### src/design/failsafe_and_arming_supervisor_unit_defines.svh
// assertion macros for the failsafe and arming supervisor
`ifndef FAILSAFE_AND_ARMING_SUPERVISOR_UNIT_DEFINES_SVH
`define FAILSAFE_AND_ARMING_SUPERVISOR_UNIT_DEFINES_SVH
`ifndef SYNTH
// same-cycle implication, checked on clk, off during reset
`define FASU_ASSERT_NOW(lbl, ante, cons) \
  lbl: assert property (@(posedge clk) disable iff (!rst_n) (ante) |-> (cons)) \
    else $error("fasu assertion failed");
// next-cycle implication, checked on clk, off during reset
`define FASU_ASSERT_NEXT(lbl, ante, cons) \
  lbl: assert property (@(posedge clk) disable iff (!rst_n) (ante) |=> (cons)) \
    else $error("fasu assertion failed");
`else
`define FASU_ASSERT_NOW(lbl, ante, cons)
`define FASU_ASSERT_NEXT(lbl, ante, cons)
`endif
`endif

### src/design/fasu_pkg.sv
// shared types and codes for the failsafe and arming supervisor
`default_nettype none
package fasu_pkg;

  localparam int unsigned TimeW  = 32;
  localparam int unsigned CfgTW  = 24;
  localparam int unsigned ThrW   = 13;
  localparam int unsigned PhaseW = 3;
  localparam int unsigned MaskW  = 4;
  localparam int unsigned CfgAW  = 3;
  localparam int unsigned CfgDW  = 24;

  // failsafe phases
  localparam logic [PhaseW-1:0] PH_IDLE     = 3'd0;
  localparam logic [PhaseW-1:0] PH_HOLD     = 3'd1;
  localparam logic [PhaseW-1:0] PH_STAGE1   = 3'd2;
  localparam logic [PhaseW-1:0] PH_STAGE2   = 3'd3;
  localparam logic [PhaseW-1:0] PH_RECOVERY = 3'd4;

  // disable mask bits
  localparam logic [MaskW-1:0] DIS_FAILSAFE   = 4'b0001;
  localparam logic [MaskW-1:0] DIS_USB        = 4'b0010;
  localparam logic [MaskW-1:0] DIS_ARM_SWITCH = 4'b0100;
  localparam logic [MaskW-1:0] DIS_THROTTLE   = 4'b1000;

  // register indexes
  localparam logic [CfgAW-1:0] REG_HOLD_TIME     = 3'd0;
  localparam logic [CfgAW-1:0] REG_GUARD_TIME    = 3'd1;
  localparam logic [CfgAW-1:0] REG_RECOVERY_TIME = 3'd2;
  localparam logic [CfgAW-1:0] REG_THR_SAFETY    = 3'd3;
  localparam logic [CfgAW-1:0] REG_PREARM_CYCLE  = 3'd4;

  // register reset values
  localparam logic [CfgTW-1:0] HOLD_TIME_RST     = 24'd250000;
  localparam logic [CfgTW-1:0] GUARD_TIME_RST    = 24'd1000000;
  localparam logic [CfgTW-1:0] RECOVERY_TIME_RST = 24'd1000000;
  localparam logic [ThrW-1:0]  THR_SAFETY_RST    = 13'd410;

  typedef struct packed {
    logic [CfgTW-1:0] hold_time;
    logic [CfgTW-1:0] guard_time;
    logic [CfgTW-1:0] recovery_time;
    logic [ThrW-1:0]  thr_limit;
    logic             prearm_needs_cycle;
  } cfg_t;

  typedef struct packed {
    logic [TimeW-1:0] now_time;
    logic             receiver_ready;
    logic             signal_lost;
    logic [TimeW-1:0] last_frame_time;
    logic             arm_switch;
    logic             prearm_switch;
    logic             usb_link;
    logic [ThrW-1:0]  throttle_level;
    logic             turtle_requested;
    logic             turtle_rdy;
  } item_t;

  typedef struct packed {
    logic [PhaseW-1:0] phase;
    logic [TimeW-1:0]  phase_start;
    logic              fs_flag;
    logic              blocked;
    logic              override;
  } fs_state_t;

  // arm bits that the failsafe drop path touches
  typedef struct packed {
    logic armed;
    logic rearm_hold;
  } arm_link_t;

  typedef struct packed {
    logic             checked_arm;
    logic             ready_seen;
    logic [MaskW-1:0] disable_latch;
    logic             was_failsafe;
    logic             prearm_ok;
  } arm_state_t;

  typedef struct packed {
    logic              armed;
    logic [MaskW-1:0]  disable_mask;
    logic              fs_engaged;
    logic              outputs_blocked;
    logic [PhaseW-1:0] phase;
    logic              neutral_override;
    logic              motor_forward_strobe;
  } result_t;

endpackage
`default_nettype wire

### src/design/fasu_fs.sv
// failsafe phase machine, next-state logic for one tick
`default_nettype none
module fasu_fs
  import fasu_pkg::*;
(
  input  var cfg_t      cfg,
  input  var item_t     item,
  input  var fs_state_t cur,
  input  var arm_link_t lnk_cur,
  output fs_state_t     nxt,
  output arm_link_t     lnk_nxt
);

  logic [TimeW-1:0] loss;
  logic [CfgTW:0]   hold_guard;
  logic             lt_hold;
  logic             lt_guard;
  logic [TimeW-1:0] since_start;
  logic             rec_done;
  logic             drop_ovr;
  logic             go_drop;

  assign loss        = item.now_time - item.last_frame_time;
  assign hold_guard  = {1'b0, cfg.hold_time} + {1'b0, cfg.guard_time};
  assign lt_hold     = loss < {{(TimeW-CfgTW){1'b0}}, cfg.hold_time};
  // loss - hold < guard, with loss >= hold already known
  assign lt_guard    = loss < {{(TimeW-CfgTW-1){1'b0}}, hold_guard};
  assign since_start = item.now_time - cur.phase_start;
  assign rec_done    = since_start >= {{(TimeW-CfgTW){1'b0}}, cfg.recovery_time};

  always_comb begin
    nxt      = cur;
    lnk_nxt  = lnk_cur;
    drop_ovr = 1'b0;
    go_drop  = 1'b0;
    if (!item.receiver_ready) begin
      nxt.fs_flag = 1'b1;
      nxt.blocked = 1'b1;
      drop_ovr    = 1'b1;
      nxt.phase   = PH_IDLE;
    end else if (item.signal_lost) begin
      if (cur.phase == PH_STAGE2 || cur.phase == PH_RECOVERY) begin
        go_drop = 1'b1;
      end else if (lt_hold) begin
        nxt.fs_flag = 1'b0;
        nxt.blocked = 1'b0;
        nxt.phase   = PH_HOLD;
      end else if (lt_guard) begin
        nxt.fs_flag  = 1'b1;
        nxt.blocked  = 1'b0;
        nxt.phase    = PH_STAGE1;
        nxt.override = 1'b1;
      end else begin
        drop_ovr = 1'b1;
        go_drop  = 1'b1;
      end
    end else if (cur.phase == PH_STAGE2) begin
      nxt.fs_flag = 1'b1;
      nxt.blocked = 1'b1;
      nxt.phase   = PH_RECOVERY;
    end else if (cur.phase == PH_RECOVERY) begin
      nxt.fs_flag = !rec_done;
      nxt.blocked = !rec_done;
      if (rec_done) begin
        nxt.phase = PH_IDLE;
      end
    end else begin
      nxt.fs_flag = 1'b0;
      nxt.blocked = 1'b0;
      drop_ovr    = 1'b1;
      nxt.phase   = PH_IDLE;
    end

    if (go_drop) begin
      nxt.fs_flag = 1'b1;
      nxt.blocked = 1'b1;
      nxt.phase   = PH_STAGE2;
      if (lnk_cur.armed) begin
        lnk_nxt.rearm_hold = 1'b1;
      end
      lnk_nxt.armed = 1'b0;
    end

    // override only drops when leaving from the stage-1 guard
    if (drop_ovr && cur.phase == PH_STAGE1) begin
      nxt.override = 1'b0;
    end

    nxt.phase_start = (nxt.phase != cur.phase) ? item.now_time : cur.phase_start;
  end

endmodule
`default_nettype wire

### src/design/fasu_arm.sv
// arming logic: disable latch, prearm cycling, rearm hold, throttle check
`default_nettype none
module fasu_arm
  import fasu_pkg::*;
(
  input  var cfg_t       cfg,
  input  var item_t      item,
  input  var fs_state_t  fs_new,
  input  var arm_link_t  lnk,
  input  var arm_state_t cur,
  output arm_link_t      lnk_nxt,
  output arm_state_t     nxt,
  output result_t        res
);

  logic             thr_safe;
  logic             fa;
  logic             fda;
  logic             pre_allows;
  logic             can_arm;
  logic             strobe;
  logic [MaskW-1:0] mask;

  assign thr_safe = item.throttle_level <= cfg.thr_limit;
  assign fa       = fs_new.fs_flag || item.signal_lost;
  assign fda      = fa && (!lnk.armed || fs_new.blocked);

  always_comb begin
    nxt        = cur;
    lnk_nxt    = lnk;
    strobe     = 1'b0;
    pre_allows = 1'b0;
    can_arm    = 1'b0;
    mask       = '0;

    if (!cfg.prearm_needs_cycle || !item.prearm_switch) begin
      nxt.prearm_ok = 1'b1;
    end
    if (!item.prearm_switch) begin
      lnk_nxt.rearm_hold = 1'b0;
    end

    if (cur.was_failsafe && !fa && !item.arm_switch) begin
      nxt.disable_latch = nxt.disable_latch & ~DIS_ARM_SWITCH;
    end
    nxt.was_failsafe = fa;

    if (!item.receiver_ready) begin
      nxt.ready_seen = 1'b0;
    end
    if (fda) begin
      mask = mask | DIS_FAILSAFE;
    end
    if (item.usb_link) begin
      mask = mask | DIS_USB;
    end

    if (item.arm_switch && ((fa && !lnk.armed) || item.usb_link)) begin
      nxt.disable_latch = nxt.disable_latch | DIS_ARM_SWITCH;
    end

    if (item.arm_switch && !item.usb_link && (lnk.armed || !fa)) begin
      pre_allows = item.prearm_switch &&
                   (!cfg.prearm_needs_cycle || nxt.prearm_ok || lnk_nxt.rearm_hold);
      can_arm    = !fa && !cur.checked_arm && (nxt.disable_latch == '0) &&
                   pre_allows && thr_safe;
      if (can_arm) begin
        lnk_nxt.armed = 1'b1;
        if (cfg.prearm_needs_cycle) begin
          nxt.prearm_ok = 1'b0;
        end
        lnk_nxt.rearm_hold = 1'b0;
        strobe = !item.turtle_rdy;
      end else if (!lnk.armed) begin
        nxt.disable_latch = nxt.disable_latch | (thr_safe ? DIS_ARM_SWITCH : DIS_THROTTLE);
      end
      nxt.checked_arm = 1'b1;
    end else begin
      lnk_nxt.armed   = 1'b0;
      nxt.checked_arm = 1'b0;
      if (item.receiver_ready && !item.arm_switch) begin
        if (nxt.ready_seen) begin
          nxt.disable_latch = nxt.disable_latch & ~DIS_ARM_SWITCH;
        end
        nxt.ready_seen = 1'b1;
      end
      nxt.disable_latch = nxt.disable_latch & ~DIS_THROTTLE;
    end

    if (item.turtle_requested && !item.turtle_rdy) begin
      nxt.disable_latch = nxt.disable_latch | DIS_ARM_SWITCH;
    end

    mask = mask | nxt.disable_latch;
    if (mask != '0) begin
      lnk_nxt.armed = 1'b0;
    end

    res.armed                = lnk_nxt.armed;
    res.disable_mask         = mask;
    res.fs_engaged           = fs_new.fs_flag;
    res.outputs_blocked      = fs_new.blocked;
    res.phase                = fs_new.phase;
    res.neutral_override     = fs_new.override;
    res.motor_forward_strobe = strobe;
  end

endmodule
`default_nettype wire

### src/design/failsafe_and_arming_supervisor_unit.sv
// an accepted input beat passes the input register, then the result register, to its result beat
// throughput: one tick per cycle while out_stall is low; the failsafe and arming state updates in a
// single pass per tick, so the state feedback loop sets the rate
// reset: synchronous active-low; failsafe asserted and outputs blocked, phase idle,
// disarmed, arm-switch disable bit latched, registers at their default values
`default_nettype none
`include "failsafe_and_arming_supervisor_unit_defines.svh"
module failsafe_and_arming_supervisor_unit
  import fasu_pkg::*;
(
  input  wire logic              clk,
  input  wire logic              rst_n,
  // configuration write port
  input  wire logic              cfg_we,
  input  wire logic [CfgAW-1:0]  cfg_addr,
  input  wire logic [CfgDW-1:0]  cfg_wdata,
  // input channel
  input  wire logic              in_valid,
  output logic                   in_stall,
  input  wire logic [TimeW-1:0]  in_now_time,
  input  wire logic              in_receiver_ready,
  input  wire logic              in_signal_lost,
  input  wire logic [TimeW-1:0]  in_last_frame_time,
  input  wire logic              in_arm_switch,
  input  wire logic              in_prearm_switch,
  input  wire logic              in_usb_link,
  input  wire logic [ThrW-1:0]   in_throttle_level,
  input  wire logic              in_turtle_requested,
  input  wire logic              in_turtle_rdy,
  // result channel
  output logic                   out_valid,
  input  wire logic              out_stall,
  output logic                   out_armed,
  output logic [MaskW-1:0]       out_disable_mask,
  output logic                   out_fs_engaged,
  output logic                   out_outputs_blocked,
  output logic [PhaseW-1:0]      out_phase,
  output logic                   out_neutral_override,
  output logic                   out_motor_forward_strobe
);

  // configuration registers
  cfg_t       cfg_r;

  // input stage
  logic       in_valid_r;
  item_t      item_r;
  logic       in_take;

  // supervisor state
  fs_state_t  fs_r;
  fs_state_t  fs_nxt;
  arm_link_t  lnk_r;
  arm_link_t  lnk_fs;
  arm_link_t  lnk_nxt;
  arm_state_t arm_r;
  arm_state_t arm_nxt;

  // result stage
  logic       out_valid_r;
  result_t    res_nxt;
  result_t    res_r;
  logic       proc;

  // a tick is processed when the result register is free or being drained,
  // so a waiting result blocks the next input beat only while out_stall holds it
  assign proc     = in_valid_r && (!out_valid_r || !out_stall);
  assign in_stall = in_valid_r && !proc;
  assign in_take  = in_valid && !in_stall;

  // register writes; unknown indexes fall through
  always_ff @(posedge clk) begin
    if (!rst_n) begin
      cfg_r.hold_time          <= HOLD_TIME_RST;
      cfg_r.guard_time         <= GUARD_TIME_RST;
      cfg_r.recovery_time      <= RECOVERY_TIME_RST;
      cfg_r.thr_limit          <= THR_SAFETY_RST;
      cfg_r.prearm_needs_cycle <= 1'b1;
    end else if (cfg_we) begin
      unique case (cfg_addr)
        REG_HOLD_TIME:     cfg_r.hold_time          <= cfg_wdata[CfgTW-1:0];
        REG_GUARD_TIME:    cfg_r.guard_time         <= cfg_wdata[CfgTW-1:0];
        REG_RECOVERY_TIME: cfg_r.recovery_time      <= cfg_wdata[CfgTW-1:0];
        REG_THR_SAFETY:    cfg_r.thr_limit          <= cfg_wdata[ThrW-1:0];
        REG_PREARM_CYCLE:  cfg_r.prearm_needs_cycle <= cfg_wdata[0];
        default: ;
      endcase
    end
  end

  // input register
  always_ff @(posedge clk) begin
    if (!rst_n) begin
      in_valid_r <= 1'b0;
    end else begin
      in_valid_r <= in_take || (in_valid_r && !proc);
    end
  end

  always_ff @(posedge clk) begin
    if (in_take) begin
      item_r.now_time         <= in_now_time;
      item_r.receiver_ready   <= in_receiver_ready;
      item_r.signal_lost      <= in_signal_lost;
      item_r.last_frame_time  <= in_last_frame_time;
      item_r.arm_switch       <= in_arm_switch;
      item_r.prearm_switch    <= in_prearm_switch;
      item_r.usb_link         <= in_usb_link;
      item_r.throttle_level   <= in_throttle_level;
      item_r.turtle_requested <= in_turtle_requested;
      item_r.turtle_rdy       <= in_turtle_rdy;
    end
  end

  // failsafe phases run first; their drop path can disarm and set rearm hold
  fasu_fs u_fs (
    .cfg     (cfg_r),
    .item    (item_r),
    .cur     (fs_r),
    .lnk_cur (lnk_r),
    .nxt     (fs_nxt),
    .lnk_nxt (lnk_fs)
  );

  // arming works on the post-failsafe flags of the same tick
  fasu_arm u_arm (
    .cfg     (cfg_r),
    .item    (item_r),
    .fs_new  (fs_nxt),
    .lnk     (lnk_fs),
    .cur     (arm_r),
    .lnk_nxt (lnk_nxt),
    .nxt     (arm_nxt),
    .res     (res_nxt)
  );

  // state update, one tick per processed beat
  always_ff @(posedge clk) begin
    if (!rst_n) begin
      fs_r.phase          <= PH_IDLE;
      fs_r.phase_start    <= '0;
      fs_r.fs_flag        <= 1'b1;
      fs_r.blocked        <= 1'b1;
      fs_r.override       <= 1'b0;
      lnk_r.armed         <= 1'b0;
      lnk_r.rearm_hold    <= 1'b0;
      arm_r.checked_arm   <= 1'b0;
      arm_r.ready_seen    <= 1'b0;
      arm_r.disable_latch <= DIS_ARM_SWITCH;
      arm_r.was_failsafe  <= 1'b0;
      arm_r.prearm_ok     <= 1'b1;
    end else if (proc) begin
      fs_r  <= fs_nxt;
      lnk_r <= lnk_nxt;
      arm_r <= arm_nxt;
    end
  end

  // result register
  always_ff @(posedge clk) begin
    if (!rst_n) begin
      out_valid_r <= 1'b0;
    end else begin
      out_valid_r <= proc || (out_valid_r && out_stall);
    end
  end

  always_ff @(posedge clk) begin
    if (proc) begin
      res_r <= res_nxt;
    end
  end

  assign out_valid                = out_valid_r;
  assign out_armed                = res_r.armed;
  assign out_disable_mask         = res_r.disable_mask;
  assign out_fs_engaged           = res_r.fs_engaged;
  assign out_outputs_blocked      = res_r.outputs_blocked;
  assign out_phase                = res_r.phase;
  assign out_neutral_override     = res_r.neutral_override;
  assign out_motor_forward_strobe = res_r.motor_forward_strobe;

  // blocked outputs only ever come with the failsafe flag
  `FASU_ASSERT_NOW(a_blocked_implies_fs, fs_r.blocked, fs_r.fs_flag)
  // an armed result never carries a disable reason
  `FASU_ASSERT_NOW(a_armed_clean, out_valid_r && out_armed, out_disable_mask == '0)
  // the forward strobe only fires with failsafe clear
  `FASU_ASSERT_NOW(a_strobe_no_fs, out_valid_r && out_motor_forward_strobe, !out_fs_engaged)
  // a processed tick always lands in the result register
  `FASU_ASSERT_NEXT(a_proc_lands, proc, out_valid_r)
  // phase start only moves on a phase change
  `FASU_ASSERT_NEXT(a_start_steady, proc && (fs_nxt.phase == fs_r.phase), $stable(fs_r.phase_start))

endmodule
`default_nettype wire
### config.mk
export PLATFORM = sky130hd
export DESIGN_NAME = failsafe_and_arming_supervisor_unit
export DESIGN_NICKNAME = d
export VERILOG_FILES = /design/src/design/fasu_pkg.sv /design/src/design/fasu_fs.sv /design/src/design/fasu_arm.sv /design/src/design/failsafe_and_arming_supervisor_unit.sv
export VERILOG_INCLUDE_DIRS = /design/src /design/src/design
export SDC_FILE = /design/constraint.sdc
export NUM_CORES = 1
export LEC_CHECK = 0
export BUFFER_PORTS_ARGS = -buffer_cell sky130_fd_sc_hd__buf_2
export CAP_MARGIN = 20
export CORE_MARGIN = 4
export CORE_UTILIZATION = 30
export DETAILED_ROUTE_END_ITERATION = 16
export PLACE_DENSITY = 0.52
export SLEW_MARGIN = 10
export SYNTH_ARGS = -nofsm -noshare
export SYNTH_HDL_FRONTEND = slang
export SYNTH_SLANG_ARGS = --single-unit
### constraint.sdc
create_clock -name clk -period 14.96 [get_ports clk]
set_input_delay 1.496 -clock clk [delete_from_list [all_inputs] [get_ports clk]]
set_output_delay 1.496 -clock clk [all_outputs]
set_load 0.03 [all_outputs]
==> impl_results.md <==
- Post-synth top cells: 305 x nand2_1, 170 x ha_1, 158 x inv_1
- Initial antenna violation count: 3
- Met2 WL post-DR: 17,100 um
- GR Overflow Total: 0
- Metal1 wirelength: 19,200 um
- Root Buffer: clkbuf_16
- Max H-tree Level: 1
- Drt wl/cell: 15.6 um
- Reg2reg end: fs_r[15]
- #FFs+latches synth: 228
- Hold Buf Count CTS: 0
- PnR Total Power: 1.70 mW
- Synth-to-layout area growth: 15.0%
- Power Dens Cells: 100 nW/um^2
- Worst-margin pin slew: 0.953 ns
- Syn nets: 1,960
- RR Startpoint: cfg_r[39]
- Design area: 17,000 um^2
- CP bufs+invs: 1
- Die height: 230 um
- Top Metal Used: met5
- Vias in the first global route: 11,733
- Final hold violations: 0
- Num CTS Buffers: 27
- FF-to-FF path depth: 29
- Yosys cell types: 86
- Delay-heaviest family, CP: compound AO/OA/AOI/OAI gates
- Gp weighted congestion: 0.904
- Synth Cell Area: 14,800 um^2
- Slew headroom: 36.5%
- CP Data Required Time: 15.44 ns
- Critical path launch point: cfg_r[39]
- Via count: 11,841
- Clk pin slew, worst setup/hold paths: 0.06 ns
- Synth Flop Type: dfxtp_1
- Crit path time final: 7.17 ns
- Largest cells by area after synthesis: edfxtp_1 20%, dfxtp_1 18%, ha_1 14%
- Maximum VDD drop: 91.0 uV
- RSZ-0062 raised after global routing: no
- Critical Path Stages: 29
- # rows: 81
- EDFF count, synth: 96
- Die Area: 52,900 um^2
- Setup Fix Bufs, Post-CTS: 0
- Layout fillers: 5,088
- Setup crit end kind: flop
- Sequential area share after synthesis: 37.4%
- Initial DRC Count: 455
- Setup Viol. Count Final: 0
- Die W: 230 um
- Cell taking the most area after synthesis: edfxtp_1
- CP endpoint: fs_r[15]
- CP peak stage delay: 0.64 ns
- Final WL: 38,600 um
- Mapped Cells: 1,671
- Post-synth top area share: 19.5%
- Clock Skews: 0.0280 ns
- Worst hold-check path type: reg2reg
- CP Max Fanout: 32
- DR pass1 iterations: 5
- DRC: 0
- Syn Area/Cell: 8.85 um^2
- Type of the worst setup path: reg2reg
- IO Port Bufs: 129
- Max capacitance violation total: 0
- CP max stage cell: a2111oi_0
- Vias/cell: 4.79
- Post-DP HPWL: 30,600 um
- CTS tree: yes
- Critical path arrival: 7.65 ns
- Core area: 48,800 um^2
- Worst skew pair latency: 0.56 ns
- R2R setup slack: 7.79 ns
- First-pass GRT wire length: 61,600 um
- Fin crit share: 47.9%
- Layout cells sized above 1: 11.7%
- CTS resizes: 0
- CP dominant cell by count: a21oi_1
- Setup crit start kind: flop
- Total Routing Usage GR: 14.3%
- Fmax: 139 MHz
- Ports: 130
- Largest net degree at the start of global routing: 102
- Final setup TNS: 0 ns
- Post-DP Area: 16,100 um^2
- Final Max Tran Viols: 0
- Status: finished, final reports clean
- Leak pwr: 6.86 nW
- Post-synth ARST share: 0%
- Routed met3 length: 1400 um
- Initial Util: 30.3%
- Syn. warnings: 0
- Top-count cell post-synth: nand2_1
- Post-DRT Antenna Nets: 0
- # nets final: 2,075
- Max Buffers Root-to-Sink: 3
- CTS Sinks: 228
-- worst register-to-register path: cells and delay by family (launching register included) --
family,cells,cell delay (ns)
compound gates,21,4.83
xor+xnor,1,0.19
simple gates,3,0.36
fa+ha+maj,2,0.58
flops,1,0.33
mux,1,0.30
buf+inv,1,0.48
-- routing by layer --
layer / vias to the layer above / track usage [%]
li1: 6121 / -
met4: 4 / 4.23
met5: - / 0
met3: 48 / 2.03
met2: 163 / 22.5
met1: 5505 / 20.3
-- cells by family after synthesis --
family / count (synthesis) / share of synthesized area, %
AOI/OAI and AO/OA: 426 / 19.6
xor gates and xnor gates: 65 / 3.85
adders and majority gates: 173 / 14.8
buffers and inverters: 208 / 5.44
DFF: 228 / 37.4
muxes: 40 / 2.71
and+or+nand+nor: 531 / 16.2
-- layout by cell type (no fill, tap or decap), types with 32 or more instances in the layout --
| cell | netlist | layout |
|---|---|---|
| a21oi_1 | 116 | 116 |
| mux2i_1 | 40 | 40 |
| edfxtp_1 | 96 | 96 |
| nand3_1 | 34 | 34 |
| xnor2_1 | 37 | 37 |
| nor2_1 | 65 | 64 |
| o211ai_1 | 32 | 32 |
| inv_1 | 158 | 158 |
| o21ai_0 | 63 | 63 |
| buf_2 | 1 | 128 |
| dfxtp_1 | 132 | 132 |
| a21boi_0 | 69 | 69 |
| ha_1 | 170 | 170 |
| nand2_1 | 305 | 305 |
-- cell type report --
type                    count  area [um^2]  share of cell area, %
clock buffers              34          733                   4.31
multi-input cells        1235         8470                   49.8
flip-flops and latches    228         5530                   32.5
repair buffers            135          701                   4.12
clock inverters            16          139                  0.817
diodes                      1         2.50                 0.0147
inverters                 159          597                   3.51
well taps                 664          831                   4.89
-- registers in the layout (all words and copies together), names as in the netlist, 2 cells and up --
name and flops:
item_r 84, lnk_r 2, fs_r 36, arm_r 6
cfg_r 86, out_phase 3, out_disable_mask 4
-- worst min-delay path by stage --
stage                         from  slack, ns        to  cells after the start
final                     fs_r[16]       0.45  fs_r[16]                      2
after global routing       fs_r[4]       0.47   fs_r[4]                      2
after CTS                 fs_r[14]       0.46  fs_r[14]                      2
after detailed placement  fs_r[31]       0.45  fs_r[31]                      2
after global placement    fs_r[21]       0.44  fs_r[21]                      2
after floorplan           fs_r[10]       0.43  fs_r[10]                      2
-- stage by stage --
| step | setup slack (ns) | hold WS, ns | cells | utilization, % |
|---|---|---|---|---|
| 2_1_floorplan | 8.84 | 0.435 | 1671 | - |
| 3_3_place_gp | 7.97 | 0.443 | 2420 | 33.0 |
| 3_5_place_dp | 7.81 | 0.449 | 2420 | 33.0 |
| 4_1_cts | 7.80 | 0.457 | 2470 | 34.8 |
| 5_1_grt | 7.20 | 0.473 | 2472 | 34.8 |
| 6_report | 7.79 | 0.453 | 2472 | 34.8 |
-- report_power, final --
part	internal, mW	switching, mW
combinational	0.148	0.216
clock	0.381	0.266
sequential	0.675	0.0153
total	1.20	0.497
Power figures use the tool's default switching activity.
